`src/sv/utf8d_pkg.sv`:
```
// shared types, constants and lookup functions for the utf-8 character decoder
`default_nettype none

package utf8d_pkg;

  // field widths
  localparam int unsigned ByteW   = 8;
  localparam int unsigned AvailW  = 3;
  localparam int unsigned ClassW  = 3;
  localparam int unsigned CountW  = 3;
  localparam int unsigned CodeW   = 16;
  localparam int unsigned FullW   = 25;
  localparam int unsigned CpW     = 21;
  localparam int unsigned MinW    = 23;
  localparam int unsigned TailW   = 6;
  localparam int unsigned ErrW    = 9;

  // length classes
  localparam logic [ClassW-1:0] ClsBad   = 3'd0;
  localparam logic [ClassW-1:0] ClsOne   = 3'd1;
  localparam logic [ClassW-1:0] ClsTwo   = 3'd2;
  localparam logic [ClassW-1:0] ClsThree = 3'd3;
  localparam logic [ClassW-1:0] ClsFour  = 3'd4;

  // constants of the decode
  localparam logic [CodeW-1:0]  Replacement = 16'hFFFD;
  localparam logic [TailW-1:0]  TailExpect  = 6'h2A;
  localparam logic [9:0]        SurrogateHi = 10'h01B;
  localparam logic [MinW-1:0]   MaxBmp      = 23'h00FFFF;
  localparam logic [ByteW-1:0]  TailMask    = 8'h3F;
  localparam logic [CountW-1:0] MaxAvail    = 3'd4;

  // stage 1 result: limited window and lead class
  typedef struct packed {
    logic [ByteW-1:0]  b0;
    logic [ByteW-1:0]  b1;
    logic [ByteW-1:0]  b2;
    logic [ByteW-1:0]  b3;
    logic [ClassW-1:0] cls;
    logic [CountW-1:0] want;
  } s1_t;

  // stage 2 result: assembled value and tail marks
  typedef struct packed {
    logic [CpW-1:0]    cp;
    logic [TailW-1:0]  tail;
    logic [ClassW-1:0] cls;
    logic [CountW-1:0] want;
    logic [CountW-1:0] nz;
  } s2_t;

  // final result
  typedef struct packed {
    logic [CodeW-1:0]  code_point;
    logic [CountW-1:0] consumed;
    logic              invalid;
  } res_t;

  // length class from the top five bits of the lead byte
  function automatic logic [ClassW-1:0] class_of_lead(input logic [4:0] top);
    logic [ClassW-1:0] c;
    c = ClsBad;
    if (top[4] == 1'b0) begin
      c = ClsOne;
    end else if (top[4:2] == 3'b110) begin
      c = ClsTwo;
    end else if (top[4:1] == 4'b1110) begin
      c = ClsThree;
    end else if (top == 5'b11110) begin
      c = ClsFour;
    end
    return c;
  endfunction

  // bits of the lead byte that carry payload
  function automatic logic [ByteW-1:0] lead_mask(input logic [ClassW-1:0] cls);
    logic [ByteW-1:0] m;
    unique case (cls)
      ClsOne:   m = 8'h7F;
      ClsTwo:   m = 8'h1F;
      ClsThree: m = 8'h0F;
      ClsFour:  m = 8'h07;
      default:  m = 8'h00;
    endcase
    return m;
  endfunction

  // smallest canonical value of each class
  function automatic logic [MinW-1:0] min_value(input logic [ClassW-1:0] cls);
    logic [MinW-1:0] v;
    unique case (cls)
      ClsOne:   v = 23'h000000;
      ClsTwo:   v = 23'h000080;
      ClsThree: v = 23'h000800;
      ClsFour:  v = 23'h010000;
      default:  v = 23'h400000;
    endcase
    return v;
  endfunction

endpackage

`default_nettype wire

```
`src/sv/utf8d_front.sv`:
```
// stage 1: lead class, window limit and masking of bytes past the limit
`default_nettype none

module utf8d_front (
  input  wire                              clk,
  input  wire                              rst_n,
  input  wire                              vld_i,
  output logic                             rdy_o,
  input  wire  [utf8d_pkg::ByteW-1:0]      byte_zero,
  input  wire  [utf8d_pkg::ByteW-1:0]      byte_one,
  input  wire  [utf8d_pkg::ByteW-1:0]      byte_two,
  input  wire  [utf8d_pkg::ByteW-1:0]      byte_three,
  input  wire  [utf8d_pkg::AvailW-1:0]     bytes_available,
  input  wire                              no_end_limit,
  output logic                             vld_o,
  input  wire                              rdy_i,
  output utf8d_pkg::s1_t                   dat_o
);

  logic                          vld_r;
  utf8d_pkg::s1_t                dat_r;
  utf8d_pkg::s1_t                dat_nxt;
  logic [utf8d_pkg::ClassW-1:0]  cls;
  logic [utf8d_pkg::CountW-1:0]  want;
  logic [utf8d_pkg::CountW-1:0]  limit;

  // class and wanted length
  always_comb begin
    cls  = utf8d_pkg::class_of_lead(byte_zero[7:3]);
    want = (cls == utf8d_pkg::ClsBad) ? utf8d_pkg::ClsOne : cls;
  end

  // window limit, availability saturates at four
  always_comb begin
    if (no_end_limit) begin
      limit = want;
    end else if (bytes_available > utf8d_pkg::MaxAvail) begin
      limit = utf8d_pkg::MaxAvail;
    end else begin
      limit = bytes_available;
    end
  end

  // zero the bytes at or past the limit
  always_comb begin
    dat_nxt.b0   = (limit > 3'd0) ? byte_zero  : '0;
    dat_nxt.b1   = (limit > 3'd1) ? byte_one   : '0;
    dat_nxt.b2   = (limit > 3'd2) ? byte_two   : '0;
    dat_nxt.b3   = (limit > 3'd3) ? byte_three : '0;
    dat_nxt.cls  = cls;
    dat_nxt.want = want;
  end

  assign rdy_o = !vld_r || rdy_i;

  // stage valid
  always_ff @(posedge clk) begin
    if (!rst_n) begin
      vld_r <= 1'b0;
    end else if (rdy_o) begin
      vld_r <= vld_i;
    end
  end

  // stage payload
  always_ff @(posedge clk) begin
    if (rdy_o && vld_i) begin
      dat_r <= dat_nxt;
    end
  end

  assign vld_o = vld_r;
  assign dat_o = dat_r;

endmodule

`default_nettype wire

```
`src/sv/utf8d_assemble.sv`:
```
// stage 2: code point assembly by mask and shift, nonzero byte count
`default_nettype none

module utf8d_assemble (
  input  wire             clk,
  input  wire             rst_n,
  input  wire             vld_i,
  output logic            rdy_o,
  input  utf8d_pkg::s1_t  dat_i,
  output logic            vld_o,
  input  wire             rdy_i,
  output utf8d_pkg::s2_t  dat_o
);

  logic                          vld_r;
  utf8d_pkg::s2_t                dat_r;
  utf8d_pkg::s2_t                dat_nxt;
  logic [utf8d_pkg::FullW-1:0]   full;
  logic [utf8d_pkg::FullW-1:0]   aligned;
  logic [utf8d_pkg::ByteW-1:0]   lead;

  // place the payload bits of all four bytes
  always_comb begin
    lead = dat_i.b0 & utf8d_pkg::lead_mask(dat_i.cls);
    full = {lead[6:0], 18'd0}
         | {7'd0, dat_i.b1[5:0], 12'd0}
         | {13'd0, dat_i.b2[5:0], 6'd0}
         | {19'd0, dat_i.b3[5:0]};
  end

  // right-align by class
  always_comb begin
    unique case (dat_i.cls)
      utf8d_pkg::ClsOne:   aligned = full >> 18;
      utf8d_pkg::ClsTwo:   aligned = full >> 12;
      utf8d_pkg::ClsThree: aligned = full >> 6;
      default:             aligned = full;
    endcase
  end

  // next payload
  always_comb begin
    dat_nxt.cp   = aligned[utf8d_pkg::CpW-1:0];
    dat_nxt.tail = {dat_i.b1[7:6], dat_i.b2[7:6], dat_i.b3[7:6]};
    dat_nxt.cls  = dat_i.cls;
    dat_nxt.want = dat_i.want;
    dat_nxt.nz   = {2'd0, (dat_i.b0 != '0)} + {2'd0, (dat_i.b1 != '0)}
                 + {2'd0, (dat_i.b2 != '0)} + {2'd0, (dat_i.b3 != '0)};
  end

  assign rdy_o = !vld_r || rdy_i;

  // stage valid
  always_ff @(posedge clk) begin
    if (!rst_n) begin
      vld_r <= 1'b0;
    end else if (rdy_o) begin
      vld_r <= vld_i;
    end
  end

  // stage payload
  always_ff @(posedge clk) begin
    if (rdy_o && vld_i) begin
      dat_r <= dat_nxt;
    end
  end

  assign vld_o = vld_r;
  assign dat_o = dat_r;

endmodule

`default_nettype wire

```
`src/sv/utf8d_check.sv`:
```
// stage 3: error checks, replacement and consumed count, output register
`default_nettype none

module utf8d_check (
  input  wire              clk,
  input  wire              rst_n,
  input  wire              vld_i,
  output logic             rdy_o,
  input  utf8d_pkg::s2_t   dat_i,
  output logic             vld_o,
  input  wire              rdy_i,
  output utf8d_pkg::res_t  dat_o
);

  logic                          vld_r;
  utf8d_pkg::res_t               dat_r;
  utf8d_pkg::res_t               dat_nxt;
  logic [utf8d_pkg::MinW-1:0]    cp_w;
  logic [utf8d_pkg::ErrW-1:0]    err;
  logic [utf8d_pkg::ErrW-1:0]    err_sh;
  logic                          bad;

  // error vector: range, surrogate, overlong and tail marks
  always_comb begin
    cp_w = {2'd0, dat_i.cp};
    err  = {(cp_w > utf8d_pkg::MaxBmp),
            (dat_i.cp[20:11] == utf8d_pkg::SurrogateHi),
            (cp_w < utf8d_pkg::min_value(dat_i.cls)),
            (dat_i.tail ^ utf8d_pkg::TailExpect)};
  end

  // drop the checks that do not apply to the class
  always_comb begin
    unique case (dat_i.cls)
      utf8d_pkg::ClsOne:   err_sh = err >> 6;
      utf8d_pkg::ClsTwo:   err_sh = err >> 4;
      utf8d_pkg::ClsThree: err_sh = err >> 2;
      default:             err_sh = err;
    endcase
    bad = (err_sh != '0);
  end

  // result
  always_comb begin
    dat_nxt.invalid    = bad;
    dat_nxt.code_point = bad ? utf8d_pkg::Replacement : dat_i.cp[utf8d_pkg::CodeW-1:0];
    dat_nxt.consumed   = (bad && (dat_i.nz < dat_i.want)) ? dat_i.nz : dat_i.want;
  end

  assign rdy_o = !vld_r || rdy_i;

  // output valid
  always_ff @(posedge clk) begin
    if (!rst_n) begin
      vld_r <= 1'b0;
    end else if (rdy_o) begin
      vld_r <= vld_i;
    end
  end

  // output payload
  always_ff @(posedge clk) begin
    if (rdy_o && vld_i) begin
      dat_r <= dat_nxt;
    end
  end

  assign vld_o = vld_r;
  assign dat_o = dat_r;

endmodule

`default_nettype wire

```
`src/sv/utf8_char_decoder_core.sv`:
```
// utf-8 character decoder, top level with stream ports
// path: an accepted request is registered in stage 1, stage 2 and stage 3 before its result is on the output
// throughput: one request per cycle while out_tready is high, set by the three-stage register pipeline
// each stage holds its item while the next one stalls; nothing is dropped
// reset: rst_n low clears the stage valid bits only, the payload registers are not reset
`default_nettype none

module utf8_char_decoder_core (
  input  wire         clk,
  input  wire         rst_n,
  input  wire         in_tvalid,
  output logic        in_tready,
  // byte_zero, byte_one, byte_two, byte_three, bytes_available, no_end_limit, zero pad
  input  wire  [39:0] in_tdata,
  output logic        out_tvalid,
  input  wire         out_tready,
  // code_point, consumed, zero pad
  output logic [23:0] out_tdata,
  // invalid
  output logic [0:0]  out_tuser
);

  logic            s1_vld;
  logic            s1_rdy;
  utf8d_pkg::s1_t  s1_dat;
  logic            s2_vld;
  logic            s2_rdy;
  utf8d_pkg::s2_t  s2_dat;
  utf8d_pkg::res_t res;

  // stage 1
  utf8d_front u_front (
    .clk             (clk),
    .rst_n           (rst_n),
    .vld_i           (in_tvalid),
    .rdy_o           (in_tready),
    .byte_zero       (in_tdata[7:0]),
    .byte_one        (in_tdata[15:8]),
    .byte_two        (in_tdata[23:16]),
    .byte_three      (in_tdata[31:24]),
    .bytes_available (in_tdata[34:32]),
    .no_end_limit    (in_tdata[35]),
    .vld_o           (s1_vld),
    .rdy_i           (s1_rdy),
    .dat_o           (s1_dat)
  );

  // stage 2
  utf8d_assemble u_assemble (
    .clk   (clk),
    .rst_n (rst_n),
    .vld_i (s1_vld),
    .rdy_o (s1_rdy),
    .dat_i (s1_dat),
    .vld_o (s2_vld),
    .rdy_i (s2_rdy),
    .dat_o (s2_dat)
  );

  // stage 3
  utf8d_check u_check (
    .clk   (clk),
    .rst_n (rst_n),
    .vld_i (s2_vld),
    .rdy_o (s2_rdy),
    .dat_i (s2_dat),
    .vld_o (out_tvalid),
    .rdy_i (out_tready),
    .dat_o (res)
  );

  // output packing
  assign out_tdata = {5'd0, res.consumed, res.code_point};
  assign out_tuser = res.invalid;

endmodule

`default_nettype wire
```
`config.mk`:
```
export PLATFORM = sky130hd
export DESIGN_NAME = utf8_char_decoder_core
export DESIGN_NICKNAME = d
export VERILOG_FILES = /design/src/sv/utf8d_pkg.sv /design/src/sv/utf8d_front.sv /design/src/sv/utf8d_assemble.sv /design/src/sv/utf8d_check.sv /design/src/sv/utf8_char_decoder_core.sv
export SDC_FILE = /design/constraint.sdc
export NUM_CORES = 1
export LEC_CHECK = 0
export BUFFER_PORTS_ARGS = -buffer_cell sky130_fd_sc_hd__buf_2
export CORE_ASPECT_RATIO = 0.5
export CORE_UTILIZATION = 60
export CTS_CLUSTER_SIZE = 10
export DETAILED_ROUTE_END_ITERATION = 16
export PLACE_DENSITY = 0.81
export SLEW_MARGIN = 20
export SYNTH_ARGS = -nofsm -noshare
export SYNTH_HDL_FRONTEND = slang
export SYNTH_SLANG_ARGS = --single-unit
```
`constraint.sdc`:
```
create_clock -name clk -period 9.8 [get_ports clk]
set_input_delay 0 -clock clk [delete_from_list [all_inputs] [get_ports clk]]
set_output_delay 0 -clock clk [all_outputs]
set_load 0.01 [all_outputs]
```
### Yosys cells after proc, flatten, opt, wreduce, memory -nomap -nowiden

Index checks and enable logic that the tools add are counted.

| word-level totals | value |
|---|---|
| output and inout port bits | 27 |
| memories | 0 |
| word-level logic and storage cells | 73 |
| memory bits (writable) | 0 |
| bits in latches | 0 |
| ROM bits | 0 |
| flip-flop bits (word level) | 97 |
| bits of input ports | 44 |

| operators by class | value |
|---|---|
| $lt $le $gt $ge | 8 |
| divide/modulo/power cells | 0 |
| bitwise logic cells | 5 |
| shifts and indexed selects | 0 |
| reduce and logical (&&, ||, !) cells | 16 |
| multiply operators | 0 |
| add/subtract/negate cells | 3 |
| eq/ne operators | 12 |
| mux-type cells | 12 |

Operators by type and width:

| cell | count |
|---|---|
| $pmux 23 s4 | 1 |
| $pmux 21 s3 | 1 |
| $reduce_bool 8->1 | 4 |
| $pmux 7 s4 | 1 |
| $pmux 9 s3 | 1 |
| $or 25x12->25 | 1 |
| $or 25x18->25 | 1 |
| $or 25x6->25 | 1 |
| $mux 3 | 8 |
| $lt 21x23->1 | 1 |
| $gt 21x16->1 const B | 1 |
| $eq 3x2->1 const B | 4 |
| $eq 10x5->1 const B | 1 |
| $eq 3x3->1 const B | 3 |
| $reduce_bool 9->1 | 1 |
| $and 7x7->7 | 1 |
| $add 3x1->3 | 2 |
| $eq 3x1->1 const B | 2 |
| $gt 3x1->1 const B | 2 |
| $gt 3x2->1 const B | 2 |
| $eq 5x5->1 const B | 1 |
| $eq 4x4->1 const B | 1 |
| $logic_and 1x1->1 | 4 |
| $gt 3x3->1 const B | 1 |
| other kinds (6) | 10 |

### Depth between registers and ports, before layout

| depth | value |
|---|---|
| word-level depth | 9 |
| gate-level depth with buffers | 8 |
| depth with buffers taken out | 8 |

### Hierarchy

Synthesis repeated with hierarchy kept, for this count alone.

| second synthesis, totals | value |
|---|---|
| cell total of the unflattened synthesis | 350 |
| area total of the unflattened synthesis | 4,769.6 µm² |

By module, submodules not included:

| module | seq. area each (µm²) | times used | cells an instance | area each (µm²) |
|---|---|---|---|---|
| utf8d_front | 1,161.1 | 1 | 133 | 1,878.1 |
| utf8d_assemble | 1,101.1 | 1 | 126 | 1,778.0 |
| utf8d_check | 620.6 | 1 | 85 | 1,072.3 |
| utf8_char_decoder_core | 0.0 | 1 | 6 | 41.3 |

### Worst setup path before layout

Ideal clock, no wire load.

| timing path | value |
|---|---|
| path kind | register -> register |
| start point | reg u_check.vld_r (netlist: u_check.vld_o) |
| end point | reg u_assemble.dat_r, in the netlist u_assemble.dat_o[0] (enable) |
| data arrival time | 3.107 ns |
| path buffers | 0 |
| slack | 6.212 ns |
| required time | 9.319 ns |
| cell stages (with the launch flop) | 3 |
| path through | dfxtp_1 > nor2b_1 > a21boi_0 |

| between the ends | value |
|---|---|
| cells in the longest elaborated chain, start to end | 4 |

RTL lines:

| what | line | source |
|---|---|---|
| from (decl) | utf8d_check.sv:15 | `logic vld_r;` |
| from (signal assigned) | utf8d_check.sv:57 | `vld_r <= vld_i;` |
| $logic_not 1->1 | utf8d_check.sv:50 | `assign rdy_o = !vld_r \|\| rdy_i;` |
| $logic_or 1x1->1 | utf8d_check.sv:50 |  |
| $logic_or 1x1->1 | utf8d_assemble.sv:51 | `assign rdy_o = !vld_r \|\| rdy_i;` |
| $logic_and 1x1->1 | utf8d_assemble.sv:64 | `if (rdy_o && vld_i) begin` |
| to (signal assigned) | utf8d_assemble.sv:65 | `dat_r <= dat_nxt;` |
| to (decl) | utf8d_assemble.sv:16 | `utf8d_pkg::s2_t dat_r;` |

Every way passes these cells.
A chain may end at the register's enable or synchronous reset.

==> summary.txt <==
Outcome
  • Status: complete, no violations

Routing
  • Vias per cell: approximately 5.5
  • Avg WL per Cell: 17.6 um
  • Vias: ~2,700
  • 1st-pass router iterations: 4
  • Final wirelength: approximately 8.5 mm
  • # DRC: 0
  • DRT iter0 DRCs: ~300
  • Antenna Nets Post-Route: 0

Synth
  • Mapped Area: between 4000 and 5000 um^2
  • Post-Synth Adder-Cell Area: under 10%
  • Synth unique cells: 42
  • Post-synth EDFFs: around 90
  • XOR/XNOR Fraction of Synth Area: 0%
  • Top cell type's share of synthesized area: around 67%
  • Compound-cell area share of the yosys netlist: between 8 and 9%
  • Seq cells post-synth: 95
  • Cell taking the most area after synthesis: edfxtp_1
  • Async S/R FF share, synth: 0%
  • Main combinational cell family by area after synthesis: simple AND/OR/NAND/NOR gates
  • Post-synthesis sequential area ratio: 68.0%
  • Ys flop type: edfxtp_1
  • Mapped Avg Cell Area: 14.3 um^2
  • Multiplexer share of the synthesized area: 4.22%
  • Post-Syn Instances: 291
  • Warning count from the yosys run: 0
  • Post-synth top cells: edfxtp_1 (92), and2_1 (27), nand2b_1 (20)
  • Largest cells by area after synthesis: edfxtp_1 (67%), and2_1 (4.1%), mux2_2 (3.3%)
  • Simple-gate share of the synthesized area: between 10% and 20%
  • Most common cell in the netlist: edfxtp_1

GRT
  • Vias in the first global route: 2,565
  • Largest net degree at the start of global routing: 38
  • Congestion Overflow GR: 0
  • GRT Util Overall: between 20% and 30%
  • Antenna violations before repair: 0
  • First-pass GRT wire length: approximately 13 mm

Placement
  • RePlAce Congestion: roughly 0.83
  • Dpl hpwl: between 5 and 6 mm
  • I/O Buffers: 61

Setup path
  • CP Capture Point: u_check.dat_o[0]
  • Launch instance of the worst register-to-register path: u_assemble.dat_o[5]
  • CP Capture Type: flop
  • Worst R2R Path Depth: 7
  • Worst Setup SP: u_assemble.dat_o[5]
  • Reg2Reg Setup Slack: ~7200 ps
  • CP Max Fanout: 17
  • Data arrival, critical path: 2630 ps
  • Crit path launch type: flop
  • Worst r2r dst: u_check.dat_o[0]
  • Crit path required time: around 10000 ps
  • Worst setup path class: flop to flop

STA
  • Setup violators final: 0
  • WHS: about 31 ps
  • Setup TNS: 0 ps
  • RSZ-0062 raised after global routing: no
  • Period minus WS final: between 2000 and 3000 ps
  • FMAX: 0.389 GHz
  • Slew @ Worst Pin: ~900 ps
  • Max-slew violation count: 0
  • Final hold violation count: 0
  • Max-slew headroom: between 30 and 40%
  • Tcrit/Tclk final: about a quarter
  • Clk_skew: between 8 and 9 ps

Clocking
  • Clock-pin slew on the worst setup and hold paths: roughly 70 ps
  • CTS Sinks: 95
  • CTS Buf Count: 9
  • Clk Latency, worst-skew pair: roughly 350 ps
  • Clk buf depth: 2
  • Post-CTS sizing: 0
  • CTS tree: yes
  • # H-tree levels: 3
  • CTS root buf: clkbuf_16

Power
  • Seq pwr share: 52.3%
  • VDD IR max: roughly 0.17 mV
  • Pwr/cell area: 181 nW/um^2
  • Clock power share: between 30% and 40%
  • Logic pwr share: 8.1%
  • LEAKAGE: around 1.9 nW
  • Sw Share: a little over a fifth
  • Net Sw Power: between 0.0002 and 0.00025 W
  • Pint: 0.000738 W

Cells and area
  • FILL cells: 350
  • Nets: ~440
  • Area taken by multi-input logic gates: 1270 um^2
  • Ant diodes: 0
  • Reg area: about 2800 um^2
  • Fraction of layout cells with a size suffix above 1: about a quarter
  • Synthesis-to-layout area growth: 25.6%

Floorplanning
  • Row cnt: 20
  • Core ar.: ~6400 um^2
  • Chip Width: between 100 and 150 um
  • Die footprint: 7280 um^2
  • I/O Pins: 71
  • Starting density of the core: 65.4%
  • Die height: just over 60 um

Run
  • Max Cap Viol: 0

Min path
  • Type of the most critical hold path: input port to flop
metal layers:
layer  routed length [um]  global-route usage [%]
met1                 3630                    33.5
met2                 3900                    42.1
met3                  728                    8.65
met4                  247                    12.1
met5                    0                       0
power by group through the flow:
stage | Sequential [W] | Combinational, W | Clock [W]
2_1_floorplan | 0.000493 | 0.0000445 | 0
3_3_place_gp | 0.000500 | 0.0000606 | 0
3_5_place_dp | 0.000501 | 0.0000630 | 0
4_1_cts | 0.000493 | 0.0000734 | 0.000378
5_1_grt | 0.000496 | 0.0000831 | 0.000392
6_report | 0.000493 | 0.0000762 | 0.000373
cell families (layout without fill, tap and decap cells):
family,count (synthesis),in the layout
adders and majority gates,7,7
AOI/OAI and AO/OA,47,47
other,1,5
DFF,95,95
buffers and inverters,18,118
and+or+nand+nor,107,107
muxes,16,16
repair_timing:
item	4_1_cts	5_1_grt
endpoints found under the hold margin	33	0
buffers inserted	0	0
endpoints found under the setup margin	0	0
hold buffers	32	0
worst min path at each step:
stage | from | end | slack (ps) | cells past startpoint
floorplan | rst_n | u_check.vld_o | 120 | 1
global placement | rst_n | u_check.vld_o | 220 | 2
detailed placement | rst_n | u_check.vld_o | 240 | 2
CTS | in_tdata[4] | u_front.dat_o[4] | 20 | 2
global route | in_tdata[6] | u_front.dat_o[36] | 50 | 2
finish | in_tdata[4] | u_front.dat_o[4] | 30 | 2
worst max-delay path, cell delays in order (launching register included):
cell,delay (ps)
edfxtp_1,420
inv_1,100
or3_1,380
ha_1,300
and3b_1,180
o31ai_2,90
a311oi_4,660
inv_1,160
layout by cell type (no fill, tap or decap), types with 3 or more instances in the layout:
cell type,instances
buf_2,61
o21ai_0,15
inv_1,6
dlygate4sd3_1,32
clkbuf_16,9
nor2_1,4
a22oi_1,7
nand2b_1,20
nor4_1,8
ha_1,6
a22o_1,5
dfxtp_1,3
and2_1,27
and3_1,3
nand2_1,18
a21oi_1,6
nor2b_1,11
mux2i_1,4
conb_1,5
nand3_1,4
edfxtp_1,92
mux2_2,12
state kept, by name (all words and copies together), names as in the netlist:
| name | flops |
|---|---|
| u_assemble.vld_o | 1 |
| u_assemble.dat_o | 35 |
| u_check.vld_o | 1 |
| u_front.vld_o | 1 |
| u_front.dat_o | 37 |
| u_check.dat_o | 20 |
stage by stage:
stage / total power, W / instances / worst slack, ps / area, um^2 / utilization [%]
6_report: 0.000942 / 483 / 7230 / 5220 / 82.1
5_1_grt: 0.000971 / 483 / 7020 / 5220 / 82.1
4_1_cts: 0.000944 / 482 / 7210 / 5190 / 81.6
3_5_place_dp: 0.000564 / 434 / 7280 / 4550 / 71.5
3_3_place_gp: 0.000561 / 434 / 7430 / 4550 / 71.5
2_1_floorplan: 0.000537 / 295 / 6210 / 4170 / -
final cells by class:
cell class,instances,share of cell area (%)
timing repair buffer,96,12.8
multi-input combinational,182,24.4
tap,88,2.11
clock inverter,6,1.78
inverter,6,0.432
sequential,95,54.1
clock buffer,10,4.39
(Power assumes the default switching activity.)
